[config.mk]
export PLATFORM = sky130hd
export DESIGN_NAME = imu_complementary_attitude_filter_top
export DESIGN_NICKNAME = d
export VERILOG_FILES = /design/src/sv/imu_caf_pkg.sv /design/src/sv/imu_complementary_attitude_filter_top.sv
export SDC_FILE = /design/constraint.sdc
export NUM_CORES = 2
export LEC_CHECK = 0
export BUFFER_PORTS_ARGS = -buffer_cell sky130_fd_sc_hd__buf_2
export CAP_MARGIN = 20
export CORE_UTILIZATION = 48
export DETAILED_ROUTE_END_ITERATION = 12
export HOLD_SLACK_MARGIN = 0.1
export PLACE_DENSITY_LB_ADDON = 0.12
export SYNTH_ARGS = -nofsm -noshare
export SYNTH_HDL_FRONTEND = slang
export SYNTH_SLANG_ARGS = --single-unit
[constraint.sdc]
create_clock -name clk -period 9.8 [get_ports clk]
set_input_delay 1.47 -clock clk [delete_from_list [all_inputs] [get_ports clk]]
set_output_delay 1.47 -clock clk [all_outputs]
set_load 0.005 [all_outputs]
[src/sv/imu_caf_pkg.sv]
// Shared constants, codes and helper functions for the IMU attitude filter.
package imu_caf_pkg;

  // Default number of CORDIC rotations.
  localparam int CORDIC_STEPS_DEF = 16;
  localparam int ATAN_IDX_W       = 5;

  // Register indexes on the configuration port.
  localparam logic [1:0] REG_ROLL_OFS  = 2'd0;
  localparam logic [1:0] REG_PITCH_OFS = 2'd1;
  localparam logic [1:0] REG_GZ_BIAS   = 2'd2;

  // Angle constants in Q16 and Q8 degrees.
  localparam int HALF_TURN_Q16   = 11796480;
  localparam int QUARTER_TURN_Q8 = 23040;
  localparam int HALF_TURN_Q8    = 46080;
  localparam int FULL_TURN_Q8    = 92160;

  // Divisors and blend weight.
  localparam int DIV_RATE   = 131;
  localparam int DIV_MS     = 1000;
  localparam int DIV_BLEND  = 100;
  localparam int BLEND_KEEP = 98;
  localparam int MS_MAX     = 1000;
  localparam int MS_DEFAULT = 10;

  // Datapath widths.
  localparam int CW     = 40;  // CORDIC x and y
  localparam int ZW     = 26;  // CORDIC angle accumulator, Q16
  localparam int SQ_W   = 40;  // square root operand
  localparam int NUM_W  = 28;  // signed dividend
  localparam int DIV_W  = 27;  // dividend magnitude
  localparam int DIVR_W = 10;  // divisor half
  localparam int QUO_W  = 19;  // quotient magnitude

  // Reciprocals ceil(2^RECIP_SH / d); exact floor quotient for dividends below 2^DIV_W.
  localparam int     RECIP_SH    = 37;
  localparam longint RECIP_RATE  =
    ((longint'(1) <<< RECIP_SH) + longint'(DIV_RATE) - 1) / longint'(DIV_RATE);
  localparam longint RECIP_MS    =
    ((longint'(1) <<< RECIP_SH) + longint'(DIV_MS) - 1) / longint'(DIV_MS);
  localparam longint RECIP_BLEND =
    ((longint'(1) <<< RECIP_SH) + longint'(DIV_BLEND) - 1) / longint'(DIV_BLEND);

  // Rotation angles atan(2^-i) in Q16 degrees.
  function automatic logic [21:0] atan_q16(input logic [ATAN_IDX_W-1:0] idx);
    logic [21:0] a;
    case (idx)
      5'd0:  a = 22'd2949120;
      5'd1:  a = 22'd1740967;
      5'd2:  a = 22'd919879;
      5'd3:  a = 22'd466945;
      5'd4:  a = 22'd234379;
      5'd5:  a = 22'd117304;
      5'd6:  a = 22'd58666;
      5'd7:  a = 22'd29335;
      5'd8:  a = 22'd14668;
      5'd9:  a = 22'd7334;
      5'd10: a = 22'd3667;
      5'd11: a = 22'd1833;
      5'd12: a = 22'd917;
      5'd13: a = 22'd458;
      5'd14: a = 22'd229;
      5'd15: a = 22'd115;
      5'd16: a = 22'd57;
      5'd17: a = 22'd29;
      5'd18: a = 22'd14;
      5'd19: a = 22'd7;
      5'd20: a = 22'd4;
      5'd21: a = 22'd2;
      5'd22: a = 22'd1;
      default: a = 22'd0;
    endcase
    return a;
  endfunction

  // Saturate a signed 20-bit value to signed 18 bits.
  function automatic logic signed [17:0] sat18(input logic signed [19:0] v);
    logic signed [17:0] r;
    if (v > 20'sd131071) r = 18'sd131071;
    else if (v < -20'sd131072) r = -18'sd131072;
    else r = 18'(v);
    return r;
  endfunction

  // Saturate a signed 19-bit value to signed 17 bits.
  function automatic logic signed [16:0] sat17(input logic signed [18:0] v);
    logic signed [16:0] r;
    if (v > 19'sd65535) r = 17'sd65535;
    else if (v < -19'sd65536) r = -17'sd65536;
    else r = 17'(v);
    return r;
  endfunction

endpackage

[src/sv/imu_complementary_attitude_filter_top.sv]
// Complementary roll/pitch/yaw filter with shared CORDIC, root and divider units.
//
//  channel | dir | handshake                 | payload
//  in_     | in  | in_tvalid / in_tready     | in_tdata, 112 bits
//  out_    | out | out_tvalid / out_tready   | out_tdata, 104 bits
//  cfg_    | in  | cfg_valid / cfg_ready     | cfg_index 2 bits, cfg_data 17 bits
//
// A sample passes the root, two CORDIC passes and eight divisions before the next accept;
// the first sample after reset runs three divisions instead of eight, and an axis case
// skips the rotations of its CORDIC pass. Cost: 20 root steps, two CORDIC passes and
// eight divisions, S_LOAD to S_D_DONE, as reciprocal multiplies on the shared multiplier.
// Reset (rst_n low, synchronous) clears the filter state, offsets and bias.
// in_tready is high only between samples; a result waiting on out_tready
// holds the next sample only at its final output load.
module imu_complementary_attitude_filter_top #(
  parameter int CORDIC_STEPS = imu_caf_pkg::CORDIC_STEPS_DEF
) (
  input  logic         clk,
  input  logic         rst_n,
  input  logic         in_tvalid,
  output logic         in_tready,
  // accel_x, accel_y, accel_z, rate_x_raw, rate_y_raw, rate_z_raw, elapsed_ms
  input  logic [111:0] in_tdata,
  output logic         out_tvalid,
  input  logic         out_tready,
  // roll_angle, pitch_angle, yaw_angle, rate_x, rate_y, rate_z_corrected
  output logic [103:0] out_tdata,
  input  logic         cfg_valid,
  output logic         cfg_ready,
  input  logic [1:0]   cfg_index,
  input  logic [16:0]  cfg_data
);

  localparam int STEP_W   = (CORDIC_STEPS > 1) ? $clog2(CORDIC_STEPS) : 1;
  localparam int CW       = imu_caf_pkg::CW;
  localparam int ZW       = imu_caf_pkg::ZW;
  localparam int SQ_W     = imu_caf_pkg::SQ_W;
  localparam int NUM_W    = imu_caf_pkg::NUM_W;
  localparam int DIV_W    = imu_caf_pkg::DIV_W;
  localparam int DIVR_W   = imu_caf_pkg::DIVR_W;
  localparam int QUO_W    = imu_caf_pkg::QUO_W;
  localparam int RECIP_SH = imu_caf_pkg::RECIP_SH;

  // Sequencer states.
  localparam logic [3:0] S_IDLE   = 4'd0;
  localparam logic [3:0] S_SQ_A   = 4'd1;
  localparam logic [3:0] S_SQ_B   = 4'd2;
  localparam logic [3:0] S_SQRT   = 4'd3;
  localparam logic [3:0] S_C_INIT = 4'd4;
  localparam logic [3:0] S_C_RUN  = 4'd5;
  localparam logic [3:0] S_C_END  = 4'd6;
  localparam logic [3:0] S_LOAD   = 4'd7;
  localparam logic [3:0] S_D_INIT = 4'd8;
  localparam logic [3:0] S_D_RUN  = 4'd9;
  localparam logic [3:0] S_D_DONE = 4'd10;
  localparam logic [3:0] S_FINAL  = 4'd11;
  localparam logic [3:0] S_OUT    = 4'd12;

  // Division jobs, in issue order.
  localparam logic [2:0] JOB_RX      = 3'd0;
  localparam logic [2:0] JOB_RY      = 3'd1;
  localparam logic [2:0] JOB_RZ      = 3'd2;
  localparam logic [2:0] JOB_INC_R   = 3'd3;
  localparam logic [2:0] JOB_INC_P   = 3'd4;
  localparam logic [2:0] JOB_INC_Y   = 3'd5;
  localparam logic [2:0] JOB_BLEND_R = 3'd6;
  localparam logic [2:0] JOB_BLEND_P = 3'd7;

  logic [3:0] state_r;
  logic [2:0] job_r;

  // Sample registers.
  logic signed [15:0] ax_r, ay_r, az_r, gx_r, gy_r, gz_r;
  logic [10:0]        ms_r;
  logic [15:0]        in_ms;
  logic               ms_ok;

  // Configuration and filter state.
  logic signed [16:0] roll_ofs_r, pitch_ofs_r, gz_bias_r;
  logic signed [17:0] filt_roll_r, filt_pitch_r, filt_yaw_r;
  logic               have_first_r;

  // Intermediate results.
  logic signed [16:0] rx_r, ry_r, acc_roll_r, acc_pitch_r;
  logic signed [17:0] rz_r, inc_r_r, inc_p_r;
  logic [19:0]        mag_r;

  // Output stage.
  logic               out_tvalid_r;
  logic [103:0]       out_tdata_r;

  assign in_tready  = (state_r == S_IDLE);
  assign cfg_ready  = 1'b1;
  assign out_tvalid = out_tvalid_r;
  assign out_tdata  = out_tdata_r;

  assign in_ms = in_tdata[111:96];
  assign ms_ok = (in_ms != 16'd0) && (in_ms <= 16'(imu_caf_pkg::MS_MAX));

  // Divider operands, used by the shared multiplier during S_D_RUN.
  logic [DIV_W-1:0]  dvd_r;
  logic [31:0]       div_m;

  // Shared multiplier, operands chosen by state and job.
  logic signed [27:0] mul_a;
  logic signed [31:0] mul_b;
  logic signed [59:0] prod;
  logic signed [18:0] gr, gp;

  assign gr   = 19'(filt_roll_r) + 19'(inc_r_r);
  assign gp   = 19'(filt_pitch_r) + 19'(inc_p_r);
  assign prod = mul_a * mul_b;

  always_comb begin
    mul_a = '0;
    mul_b = '0;
    case (state_r)
      S_SQ_A: begin
        mul_a = 28'(ay_r);
        mul_b = 32'(ay_r);
      end
      S_SQ_B: begin
        mul_a = 28'(az_r);
        mul_b = 32'(az_r);
      end
      S_LOAD: begin
        case (job_r)
          JOB_INC_R: begin
            mul_a = 28'(rx_r);
            mul_b = {21'd0, ms_r};
          end
          JOB_INC_P: begin
            mul_a = 28'(ry_r);
            mul_b = {21'd0, ms_r};
          end
          JOB_INC_Y: begin
            mul_a = 28'(rz_r);
            mul_b = {21'd0, ms_r};
          end
          JOB_BLEND_R: begin
            mul_a = 28'(gr);
            mul_b = 32'(imu_caf_pkg::BLEND_KEEP);
          end
          JOB_BLEND_P: begin
            mul_a = 28'(gp);
            mul_b = 32'(imu_caf_pkg::BLEND_KEEP);
          end
          default: ;
        endcase
      end
      S_D_RUN: begin
        mul_a = $signed({1'b0, dvd_r});
        mul_b = $signed(div_m);
      end
      default: ;
    endcase
  end

  // Square root unit: bit by bit, moving sq_bit_r down two places in each S_SQRT step.
  logic [30:0]     sq_acc_r;
  logic [31:0]     sq_sum;
  logic [SQ_W-1:0] sq_v_r, sq_root_r, sq_bit_r;
  logic [SQ_W:0]   sq_t;
  logic            sq_ge;
  logic [SQ_W-1:0] sq_v_nxt, sq_root_nxt;

  assign sq_sum = {1'b0, sq_acc_r} + 32'(prod[31:0]);
  assign sq_t   = {1'b0, sq_root_r} + {1'b0, sq_bit_r};
  assign sq_ge  = ({1'b0, sq_v_r} >= sq_t);

  always_comb begin
    if (sq_ge) begin
      sq_v_nxt    = sq_v_r - sq_t[SQ_W-1:0];
      sq_root_nxt = (sq_root_r >> 1) + sq_bit_r;
    end else begin
      sq_v_nxt    = sq_v_r;
      sq_root_nxt = sq_root_r >> 1;
    end
  end

  // CORDIC vectoring unit: one rotation per cycle.
  logic                 cord_pass_r;
  logic [STEP_W-1:0]    iter_r;
  logic signed [CW-1:0] cx_r, cy_r, cxs, cys;
  logic signed [ZW-1:0] cz_r, cord_ang, cz_round, cord_sh;
  logic signed [20:0]   cin_y, cin_x, cx0, cy0;
  logic signed [16:0]   cord_sp, cord_res;
  logic                 cord_special;

  assign cin_y = cord_pass_r ? -(21'(ax_r) <<< 4) : 21'(ay_r);
  assign cin_x = cord_pass_r ? $signed({1'b0, mag_r}) : 21'(az_r);
  assign cx0   = cin_x[20] ? -cin_x : cin_x;
  assign cy0   = cin_x[20] ? -cin_y : cin_y;

  assign cxs      = cx_r >>> iter_r;
  assign cys      = cy_r >>> iter_r;
  assign cord_ang = $signed(ZW'(imu_caf_pkg::atan_q16(imu_caf_pkg::ATAN_IDX_W'(iter_r))));
  assign cz_round = cz_r + ZW'(128);
  assign cord_sh  = cz_round >>> 8;

  // Handle the axis cases exactly, without rotation.
  always_comb begin
    cord_special = 1'b1;
    cord_sp      = '0;
    if (cin_y == 21'sd0) begin
      cord_sp = cin_x[20] ? 17'(imu_caf_pkg::HALF_TURN_Q8) : 17'sd0;
    end else if (cin_x == 21'sd0) begin
      cord_sp = cin_y[20] ? -17'(imu_caf_pkg::QUARTER_TURN_Q8)
                          : 17'(imu_caf_pkg::QUARTER_TURN_Q8);
    end else begin
      cord_special = 1'b0;
    end
  end

  // Round to Q8 and limit to a half turn either way.
  always_comb begin
    if (cord_sh > ZW'(imu_caf_pkg::HALF_TURN_Q8))
      cord_res = 17'(imu_caf_pkg::HALF_TURN_Q8);
    else if (cord_sh < -ZW'(imu_caf_pkg::HALF_TURN_Q8))
      cord_res = -17'(imu_caf_pkg::HALF_TURN_Q8);
    else
      cord_res = 17'(cord_sh);
  end

  // Divider: reciprocal multiply on the shared multiplier, rounds half away from zero.
  logic signed [NUM_W-1:0] num_r, num_comb, num_abs;
  logic [DIVR_W-1:0]       div_h;
  logic [QUO_W-1:0]        quo_r;
  logic                    neg_r;
  logic signed [19:0]      div_q, div_res, rz_full, yw, yw_wrap;

  always_comb begin
    case (job_r)
      JOB_RX, JOB_RY, JOB_RZ: begin
        div_m = 32'(imu_caf_pkg::RECIP_RATE);
        div_h = DIVR_W'(imu_caf_pkg::DIV_RATE / 2);
      end
      JOB_INC_R, JOB_INC_P, JOB_INC_Y: begin
        div_m = 32'(imu_caf_pkg::RECIP_MS);
        div_h = DIVR_W'(imu_caf_pkg::DIV_MS / 2);
      end
      default: begin
        div_m = 32'(imu_caf_pkg::RECIP_BLEND);
        div_h = DIVR_W'(imu_caf_pkg::DIV_BLEND / 2);
      end
    endcase
  end

  // Select the dividend for each job.
  always_comb begin
    case (job_r)
      JOB_RX:      num_comb = NUM_W'(gx_r) <<< 8;
      JOB_RY:      num_comb = NUM_W'(gy_r) <<< 8;
      JOB_RZ:      num_comb = NUM_W'(gz_r) <<< 8;
      JOB_BLEND_R: num_comb = NUM_W'(prod) + (NUM_W'(acc_roll_r) <<< 1);
      JOB_BLEND_P: num_comb = NUM_W'(prod) + (NUM_W'(acc_pitch_r) <<< 1);
      default:     num_comb = NUM_W'(prod);
    endcase
  end

  assign num_abs = num_r[NUM_W-1] ? -num_r : num_r;
  assign div_q   = $signed({1'b0, quo_r});
  assign div_res = neg_r ? -div_q : div_q;
  assign rz_full = div_res - 20'(gz_bias_r);
  assign yw      = 20'(filt_yaw_r) + div_res;

  // Wrap yaw once into a half turn either way.
  always_comb begin
    if (yw > 20'(imu_caf_pkg::HALF_TURN_Q8))
      yw_wrap = yw - 20'(imu_caf_pkg::FULL_TURN_Q8);
    else if (yw < -20'(imu_caf_pkg::HALF_TURN_Q8))
      yw_wrap = yw + 20'(imu_caf_pkg::FULL_TURN_Q8);
    else
      yw_wrap = yw;
  end

  // Configuration writes.
  always_ff @(posedge clk) begin
    if (!rst_n) begin
      roll_ofs_r  <= '0;
      pitch_ofs_r <= '0;
      gz_bias_r   <= '0;
    end else if (cfg_valid) begin
      case (cfg_index)
        imu_caf_pkg::REG_ROLL_OFS:  roll_ofs_r  <= cfg_data;
        imu_caf_pkg::REG_PITCH_OFS: pitch_ofs_r <= cfg_data;
        imu_caf_pkg::REG_GZ_BIAS:   gz_bias_r   <= cfg_data;
        default: ;
      endcase
    end
  end

  // Sequencer and control state.
  always_ff @(posedge clk) begin
    if (!rst_n) begin
      state_r      <= S_IDLE;
      have_first_r <= 1'b0;
      filt_roll_r  <= '0;
      filt_pitch_r <= '0;
      filt_yaw_r   <= '0;
      out_tvalid_r <= 1'b0;
      job_r        <= JOB_RX;
      cord_pass_r  <= 1'b0;
      iter_r       <= '0;
    end else begin
      // Drop the result once it is transferred, unless a new one loads now.
      if (out_tvalid_r && out_tready && (state_r != S_OUT)) out_tvalid_r <= 1'b0;

      unique case (state_r)
        S_IDLE: begin
          if (in_tvalid) begin
            ax_r    <= in_tdata[15:0];
            ay_r    <= in_tdata[31:16];
            az_r    <= in_tdata[47:32];
            gx_r    <= in_tdata[63:48];
            gy_r    <= in_tdata[79:64];
            gz_r    <= in_tdata[95:80];
            ms_r    <= ms_ok ? in_ms[10:0] : 11'(imu_caf_pkg::MS_DEFAULT);
            state_r <= S_SQ_A;
          end
        end
        S_SQ_A: begin
          sq_acc_r <= prod[30:0];
          state_r  <= S_SQ_B;
        end
        S_SQ_B: begin
          sq_v_r    <= {sq_sum, 8'd0};
          sq_root_r <= '0;
          sq_bit_r  <= SQ_W'(1) << (SQ_W - 2);
          state_r   <= S_SQRT;
        end
        S_SQRT: begin
          sq_v_r    <= sq_v_nxt;
          sq_root_r <= sq_root_nxt;
          sq_bit_r  <= sq_bit_r >> 2;
          if (sq_bit_r[0]) begin
            mag_r       <= sq_root_nxt[19:0];
            cord_pass_r <= 1'b0;
            state_r     <= S_C_INIT;
          end
        end
        S_C_INIT: begin
          iter_r <= '0;
          if (cord_special) begin
            cz_r    <= ZW'(cord_sp) <<< 8;
            state_r <= S_C_END;
          end else begin
            cx_r <= CW'(cx0) <<< 16;
            cy_r <= CW'(cy0) <<< 16;
            if (cin_x[20])
              cz_r <= cin_y[20] ? -ZW'(imu_caf_pkg::HALF_TURN_Q16)
                                : ZW'(imu_caf_pkg::HALF_TURN_Q16);
            else
              cz_r <= '0;
            state_r <= S_C_RUN;
          end
        end
        S_C_RUN: begin
          if (!cy_r[CW-1]) begin
            cx_r <= cx_r + cys;
            cy_r <= cy_r - cxs;
            cz_r <= cz_r + cord_ang;
          end else begin
            cx_r <= cx_r - cys;
            cy_r <= cy_r + cxs;
            cz_r <= cz_r - cord_ang;
          end
          iter_r <= iter_r + STEP_W'(1);
          if (iter_r == STEP_W'(CORDIC_STEPS - 1)) state_r <= S_C_END;
        end
        S_C_END: begin
          if (!cord_pass_r) begin
            acc_roll_r  <= cord_res;
            cord_pass_r <= 1'b1;
            state_r     <= S_C_INIT;
          end else begin
            acc_pitch_r <= cord_res;
            job_r       <= JOB_RX;
            state_r     <= S_LOAD;
          end
        end
        S_LOAD: begin
          num_r   <= num_comb;
          state_r <= S_D_INIT;
        end
        S_D_INIT: begin
          neg_r   <= num_r[NUM_W-1];
          dvd_r   <= num_abs[DIV_W-1:0] + DIV_W'(div_h);
          state_r <= S_D_RUN;
        end
        S_D_RUN: begin
          quo_r   <= prod[RECIP_SH +: QUO_W];
          state_r <= S_D_DONE;
        end
        S_D_DONE: begin
          job_r   <= job_r + 3'd1;
          state_r <= S_LOAD;
          case (job_r)
            JOB_RX: rx_r <= 17'(div_res);
            JOB_RY: ry_r <= 17'(div_res);
            JOB_RZ: begin
              rz_r <= imu_caf_pkg::sat18(rz_full);
              if (!have_first_r) state_r <= S_FINAL;
            end
            JOB_INC_R:   inc_r_r <= 18'(div_res);
            JOB_INC_P:   inc_p_r <= 18'(div_res);
            JOB_INC_Y:   filt_yaw_r <= imu_caf_pkg::sat18(yw_wrap);
            JOB_BLEND_R: filt_roll_r <= imu_caf_pkg::sat18(div_res);
            default: begin
              filt_pitch_r <= imu_caf_pkg::sat18(div_res);
              state_r      <= S_FINAL;
            end
          endcase
        end
        S_FINAL: begin
          // Seed the filter from the accelerometer on the first sample.
          if (!have_first_r) begin
            filt_roll_r  <= 18'(acc_roll_r);
            filt_pitch_r <= 18'(acc_pitch_r);
            filt_yaw_r   <= '0;
            have_first_r <= 1'b1;
          end
          state_r <= S_OUT;
        end
        S_OUT: begin
          // Load the output register once it is free.
          if (!out_tvalid_r || out_tready) begin
            out_tdata_r <= {
              rz_r, ry_r, rx_r, filt_yaw_r,
              imu_caf_pkg::sat17(19'(filt_pitch_r) - 19'(pitch_ofs_r)),
              imu_caf_pkg::sat17(19'(filt_roll_r) - 19'(roll_ofs_r))
            };
            out_tvalid_r <= 1'b1;
            state_r      <= S_IDLE;
          end
        end
        default: state_r <= S_IDLE;
      endcase
    end
  end

  // Checks on the sequencer.
  a_accept_starts: assert property (@(posedge clk) disable iff (!rst_n)
    (in_tvalid && in_tready) |=> (state_r == S_SQ_A))
    else $error("accepted sample did not start the sequence");

  a_div_full: assert property (@(posedge clk) disable iff (!rst_n)
    (state_r == S_D_DONE) |-> ($past(state_r) == S_D_RUN))
    else $error("division ended early");

  a_seeded: assert property (@(posedge clk) disable iff (!rst_n)
    (state_r == S_OUT) |-> have_first_r)
    else $error("result without seeded filter state");

  a_out_load: assert property (@(posedge clk) disable iff (!rst_n)
    $rose(out_tvalid_r) |-> ($past(state_r) == S_OUT))
    else $error("result raised outside the output load");

endmodule
Word level (Yosys, flattened, before mapping):

Memory sizes are Yosys's and may differ from the RTL's. A register that Yosys moved wholly into a read port is not among the register bits.
Cells that the tools add are included.
Widths: inputs -> output; s select.

* memories kept: 1
* bits of input ports: 136
* flip-flop bits (word level): 804
* output and inout bits: 107
* ROM bits: 352
* logic and storage cells: 247

* shift-type cells: 2
* magnitude comparators: 16
* bitwise gates (word level): 1
* $add $sub $neg: 29
* reductions and logical operators: 48
* multipliers: 1
* mux-type cells: 74
* equality and inequality tests: 34

Memories
* (name not given): depth 16, width 22, read ports 1, clocked after Yosys merged registers in 1, wr ports 0, line imu_caf_pkg.sv:48 `case (idx)`

Operator list (count)
* $pmux 40 s2: 5
* $pmux 28 s5: 2
* $mux 40: 6
* $mux 18: 11
* $pmux 32 s4: 1
* $sub 40x40->40: 3
* $mux 17: 7
* $pmux 28 s4: 1
* $pmux 18 s2: 3
* $mux 26: 4
* $mux 21: 4
* $add 40x40->40: 2
* $sshr 40x4->40: 2
* $pmux 31 s2: 1
* $gt 20x18->1 const B: 3
* $lt 20x18->1 const B: 3
* $mux 20: 3
* $add 28x18->28: 2
* $mul 28x32->56: 1
* $pmux 26 s2: 1
* $pmux 4 s13: 1
* $reduce_and 3->1: 15
* $logic_not 21->1: 2
* $neg 21->21: 2
* 63 further kinds: 120

Depth between registers and ports, before layout:

* word-level depth: 11
* gate-level depth with buffers: 49
* gate-level depth less buffers: 48

Worst setup path before layout:

No wires, ideal clock.

* kind: register to register
* start point: register inc_r_r[0]
* end point: register quo_r[13] (data pin)
* arrival: 10.433 ns
* path buffers: 3
* period minus slack after synthesis: 10.704 ns
* library setup time: 0.271 ns
* slack: -0.904 ns
* required time: 9.529 ns
* cell stages (with the launch flop): 43
* cells stage by stage: edfxtp_1 ha_1 fa_1 a21o_1 a21oi_1 o21bai_1 a21oi_1 o21ai_0 a21oi_1 nor4_1 nor4_1 o31a_1 nand2b_1 buf_2 inv_1 clkbuf_1 nand2_1 clkbuf_1 [... 7 more ...] fa_1 fa_1 fa_1 fa_1 ha_1 ha_1 a21o_1 a21o_1 a21o_1 a21o_1 a21o_1 a21o_1 a21oi_1 o21ai_0 a31oi_1 nor3_1 a2111oi_0 xnor2_1

* cells in the longest elaborated chain, start to end: 4

Ends and longest elaborated chain
* start: declaration: line imu_complementary_attitude_filter_top.sv:85 `logic signed [17:0] rz_r, inc_r_r, inc_p_r;`
* start signal: assignment: line imu_complementary_attitude_filter_top.sv:405 `JOB_INC_R: inc_r_r <= 18'(div_res);`
* $add 18x18->19: line imu_complementary_attitude_filter_top.sv:110 `assign gr = 19'(filt_roll_r) + 19'(inc_r_r);`
* $pmux 28 s5: line imu_complementary_attitude_filter_top.sv:127 `case (job_r)`
* $pmux 28 s4: line imu_complementary_attitude_filter_top.sv:117 `case (state_r)`
* $mul 28x32->56: line imu_complementary_attitude_filter_top.sv:112 `assign prod = mul_a * mul_b;`
* named net prod[50]: line imu_complementary_attitude_filter_top.sv:107 `logic signed [59:0] prod;`
* end signal: assignment: line imu_complementary_attitude_filter_top.sv:392 `quo_r <= prod[RECIP_SH +: QUO_W];`
* end: declaration: line imu_complementary_attitude_filter_top.sv:228 `logic [QUO_W-1:0] quo_r;`

The timed path passes the listed nets, and every way through them passes these cells.
A chain may end at the register's enable or synchronous reset.

Worst setup path after layout:

* start point: register inc_p_r[0]
* end point: register quo_r[12] (data pin)

* cells in the longest elaborated chain, start to end: 4

Ends and longest elaborated chain
* start: declaration: line imu_complementary_attitude_filter_top.sv:85
* start signal: assignment: line imu_complementary_attitude_filter_top.sv:406 `JOB_INC_P: inc_p_r <= 18'(div_res);`
* $add 18x18->19: line imu_complementary_attitude_filter_top.sv:111 `assign gp = 19'(filt_pitch_r) + 19'(inc_p_r);`
* $pmux 28 s5: line imu_complementary_attitude_filter_top.sv:127
* $pmux 28 s4: line imu_complementary_attitude_filter_top.sv:117
* $mul 28x32->56: line imu_complementary_attitude_filter_top.sv:112
* named net prod[49]: line imu_complementary_attitude_filter_top.sv:107

The timed path passes the listed nets, and every way through them passes these cells.

==> results_dict.tcl <==
set metrics [dict create \
    status "complete, but fails checks" \
    violations "DRC, setup timing" \
    htreeDepth 3 \
    clockBufferDepth 3 \
    ys_top_cells_by_area "edfxtp_1, fa_1, ha_1, inv_1, nand2_1" \
    p_seq_frac 0.200 \
    ys.flop_type "edfxtp_1" \
    p_sw_frac 0.412 \
    synth_warnings 0 \
    dr_wl_met2_um 140000 \
    max_freq_ghz 0.0958 \
    p_int_mw 12.3 \
    cts_tree "yes" \
    yosysTopAreaCell "edfxtp_1" \
    synthCells 8878 \
    wl_per_cell_um 24.7 \
    antenna_found_initial 6 \
    hp-class "reg -> reg" \
    mostFrequentLayoutCell "inv_1" \
    comb_power_share 0.616 \
    final_cells 12300 \
    core_area_um2 176000 \
    clock_sinks 806 \
    p_clk_frac 0.184 \
    reg2reg_depth 44 \
    cts_hold_buf 0 \
    finalCritPeriodShare 1.07 \
    relSlewSlack 0.166 \
    synth-edff-count 665 \
    vdd_ir_drop_max_mv 0.513 \
    rows 154 \
    dr.pass1.iters 12 \
    p_total_mw 20.9 \
    p_leak_nw 44.4 \
    vias_per_cell 5.76 \
    vias 70600 \
    gp_congestion 0.987 \
    fin_skew_ns 0.0414 \
    die_h_um 423 \
    cp_max_fo 3 \
    clock_latency_ns 0.75 \
    ys_types 111 \
    final_cell_mix "inv_1, nand2_1, buf_4, fa_1, nor2_1" \
    clkTransAtPathRegs_ns 0.06 \
    cts_root_buf "clkbuf_16" \
    rsz0062_at_grt "yes" \
    maxCapViolCount 0 \
    grt_usage 0.337 \
    slew_viol_final 0 \
    grt_pass1_vias 71400 \
    synth-async-reset-ratio 0 \
    grt_max_degree 72 \
    fin_nets 11400 \
    io_pins 243 \
    tightest_slew_ns 1.25 \
    cts_buffers 96 \
    drc_errors 12 \
    cp_slowest_stage_delay_ns 0.62 \
    synth_top_area_share 0.234 \
    drive_gt1_frac 0.199 \
    path_class "reg -> reg" \
    worstSetupEndpointType "flop" \
    worstHoldPathCells 0 \
    syn2layout_area_growth_pct 19.1 \
    cp.required_ns 10.27 \
    synth-seq-cells 806 \
    p_per_area_nw_per_um2 206 \
    worstSetupStartpointType "flop" \
    finalSetupViolCount 33 \
    critPathArrivalTime_ns 10.91 \
    multi_input_area_um2 59100 \
    wl_met3_um 17900 \
    portBuffers 241 \
    fillers 15600 \
    die_w_um 423 \
    routed_wl_um 303000 \
    hold_viol 0 \
    period_minus_slack_ns 10.44 \
    overflow 0 \
    syn-cell-area_um2 85200 \
    fin_tns_setup_ns -8.32 \
    synth_nets 10500 \
    ys_seq_area_frac 0.268 \
    dp_cells 12000 \
    crit_slowest_cell "fa_2" \
    initial_core_util 0.483 \
    hpwl_um 245000 \
    drtIter0Drc 6102 \
    ant_nets 0 \
    grt_first_pass_wirelength_um 451000 \
    highest_layer "met5" \
    die-area_um2 179000 \
    wl_met1_um 124000 \
    p_sw_mw 8.60 \
    cpMostUsedCell "buf_4" \
    fin_ws_ns -0.640 \
    regArea_um2 22800 \
    avgSynthCellArea_um2 9.60 \
]
timing repair:
item	in CTS	in global routing
resized for setup	237	227
setup buffers	49	38
gates cloned	1	1
pin swaps	175	189
endpoints found under the setup margin	44	46
sequential cells by signal, indices dropped and copies added, names as in the netlist, 26 cells and up:
register   flops
cx_r          40
cy_r          40
cz_r          26
dvd_r         27
num_r         28
out_tdata    104
sq_acc_r      31
sq_root_r     40
sq_v_r        40
worst max-delay path: cells and delay by family (launching register included):
| family | cells | cell delay, ns |
|---|---|---|
| adder cells (fa/ha/maj) | 11 | 4.65 |
| flip-flops | 1 | 0.37 |
| XOR/XNOR | 1 | 0.13 |
| buffers and inverters | 12 | 1.38 |
| AO/OA/AOI/OAI | 15 | 2.99 |
| AND/OR/NAND/NOR | 5 | 0.64 |
cells in the mapped netlist (77+ instances only):
| master | number |
|---|---|
| xnor2_1 | 374 |
| dfxtp_1 | 141 |
| xor2_1 | 228 |
| nand2b_1 | 80 |
| and2_1 | 94 |
| a21o_1 | 151 |
| nand2_1 | 950 |
| and3_1 | 77 |
| ha_1 | 575 |
| nor2b_1 | 88 |
| nor3_1 | 169 |
| o21a_1 | 86 |
| a31oi_1 | 87 |
| inv_1 | 1123 |
| nand3_1 | 147 |
| o21ai_0 | 395 |
| edfxtp_1 | 665 |
| nor2_1 | 710 |
| a21oi_1 | 526 |
| mux4_2 | 97 |
| clkbuf_1 | 253 |
| fa_1 | 887 |
final timing paths:
kind	start	to	slack (ns)
worst min register to register	ry_r[16]	out_tdata[85]	0.45
worst max-delay path	inc_p_r[0]	quo_r[12]	-0.64
worst min-delay path	ry_r[16]	out_tdata[85]	0.45
worst max register to register	inc_p_r[0]	quo_r[12]	-0.64
power by group through the flow:
| stage | registers (mW) | clock network, mW | logic (mW) |
|---|---|---|---|
| 6_report | 4.17 | 3.84 | 12.9 |
| 5_1_grt | 4.18 | 4.01 | 14.1 |
| 4_1_cts | 4.17 | 3.90 | 12.0 |
| 3_5_place_dp | 4.24 | 0 | 11.2 |
| 3_3_place_gp | 4.23 | 0 | 11.2 |
| 2_1_floorplan | 4.20 | 0 | 6.53 |
metal layers:
layer | global-route usage | up-vias
li1 | - | 32300
met1 | 0.443 | 35200
met2 | 0.539 | 2460
met3 | 0.0409 | 599
met4 | 0.193 | 4
met5 | 0 | -
final cells by class:
| cell class | count | share of cell area |
|---|---|---|
| Sequential cell | 806 | 0.225 |
| Multi-Input combinational cell | 6618 | 0.582 |
| Clock inverter | 62 | 0.00682 |
| Tap cell | 2340 | 0.0289 |
| Clock buffer | 117 | 0.0262 |
| Antenna cell | 5 | 0.000123 |
| Timing Repair Buffer | 1189 | 0.0889 |
| Inverter | 1128 | 0.0418 |
cell families (layout without fill, tap and decap cells):
group / count (synthesis) / in the layout / share of synthesized area
AND/OR/NAND/NOR: 2555 / 2555 / 0.137
AO/OA/AOI/OAI: 1769 / 1769 / 0.132
adder cells (fa/ha/maj): 1463 / 1463 / 0.293
buffers and inverters: 1454 / 2496 / 0.0654
flip-flops: 806 / 806 / 0.268
XOR/XNOR: 604 / 604 / 0.0624
multiplexers: 225 / 225 / 0.0428
other: 2 / 7 / 0.0000882
per-stage QoR:
step	setup slack (ns)	area (µm²)	hold WS (ns)	util
after global routing	-0.882	101000	0.451	0.575
after detailed placement	-1.09	95200	0.433	0.540
after CTS	-0.525	100000	0.447	0.568
after global placement	-1.01	95200	0.431	0.540
final	-0.640	101000	0.447	0.575
after floorplan	-0.0292	85400	0.425	-
Power figures use the tool's default switching activity.
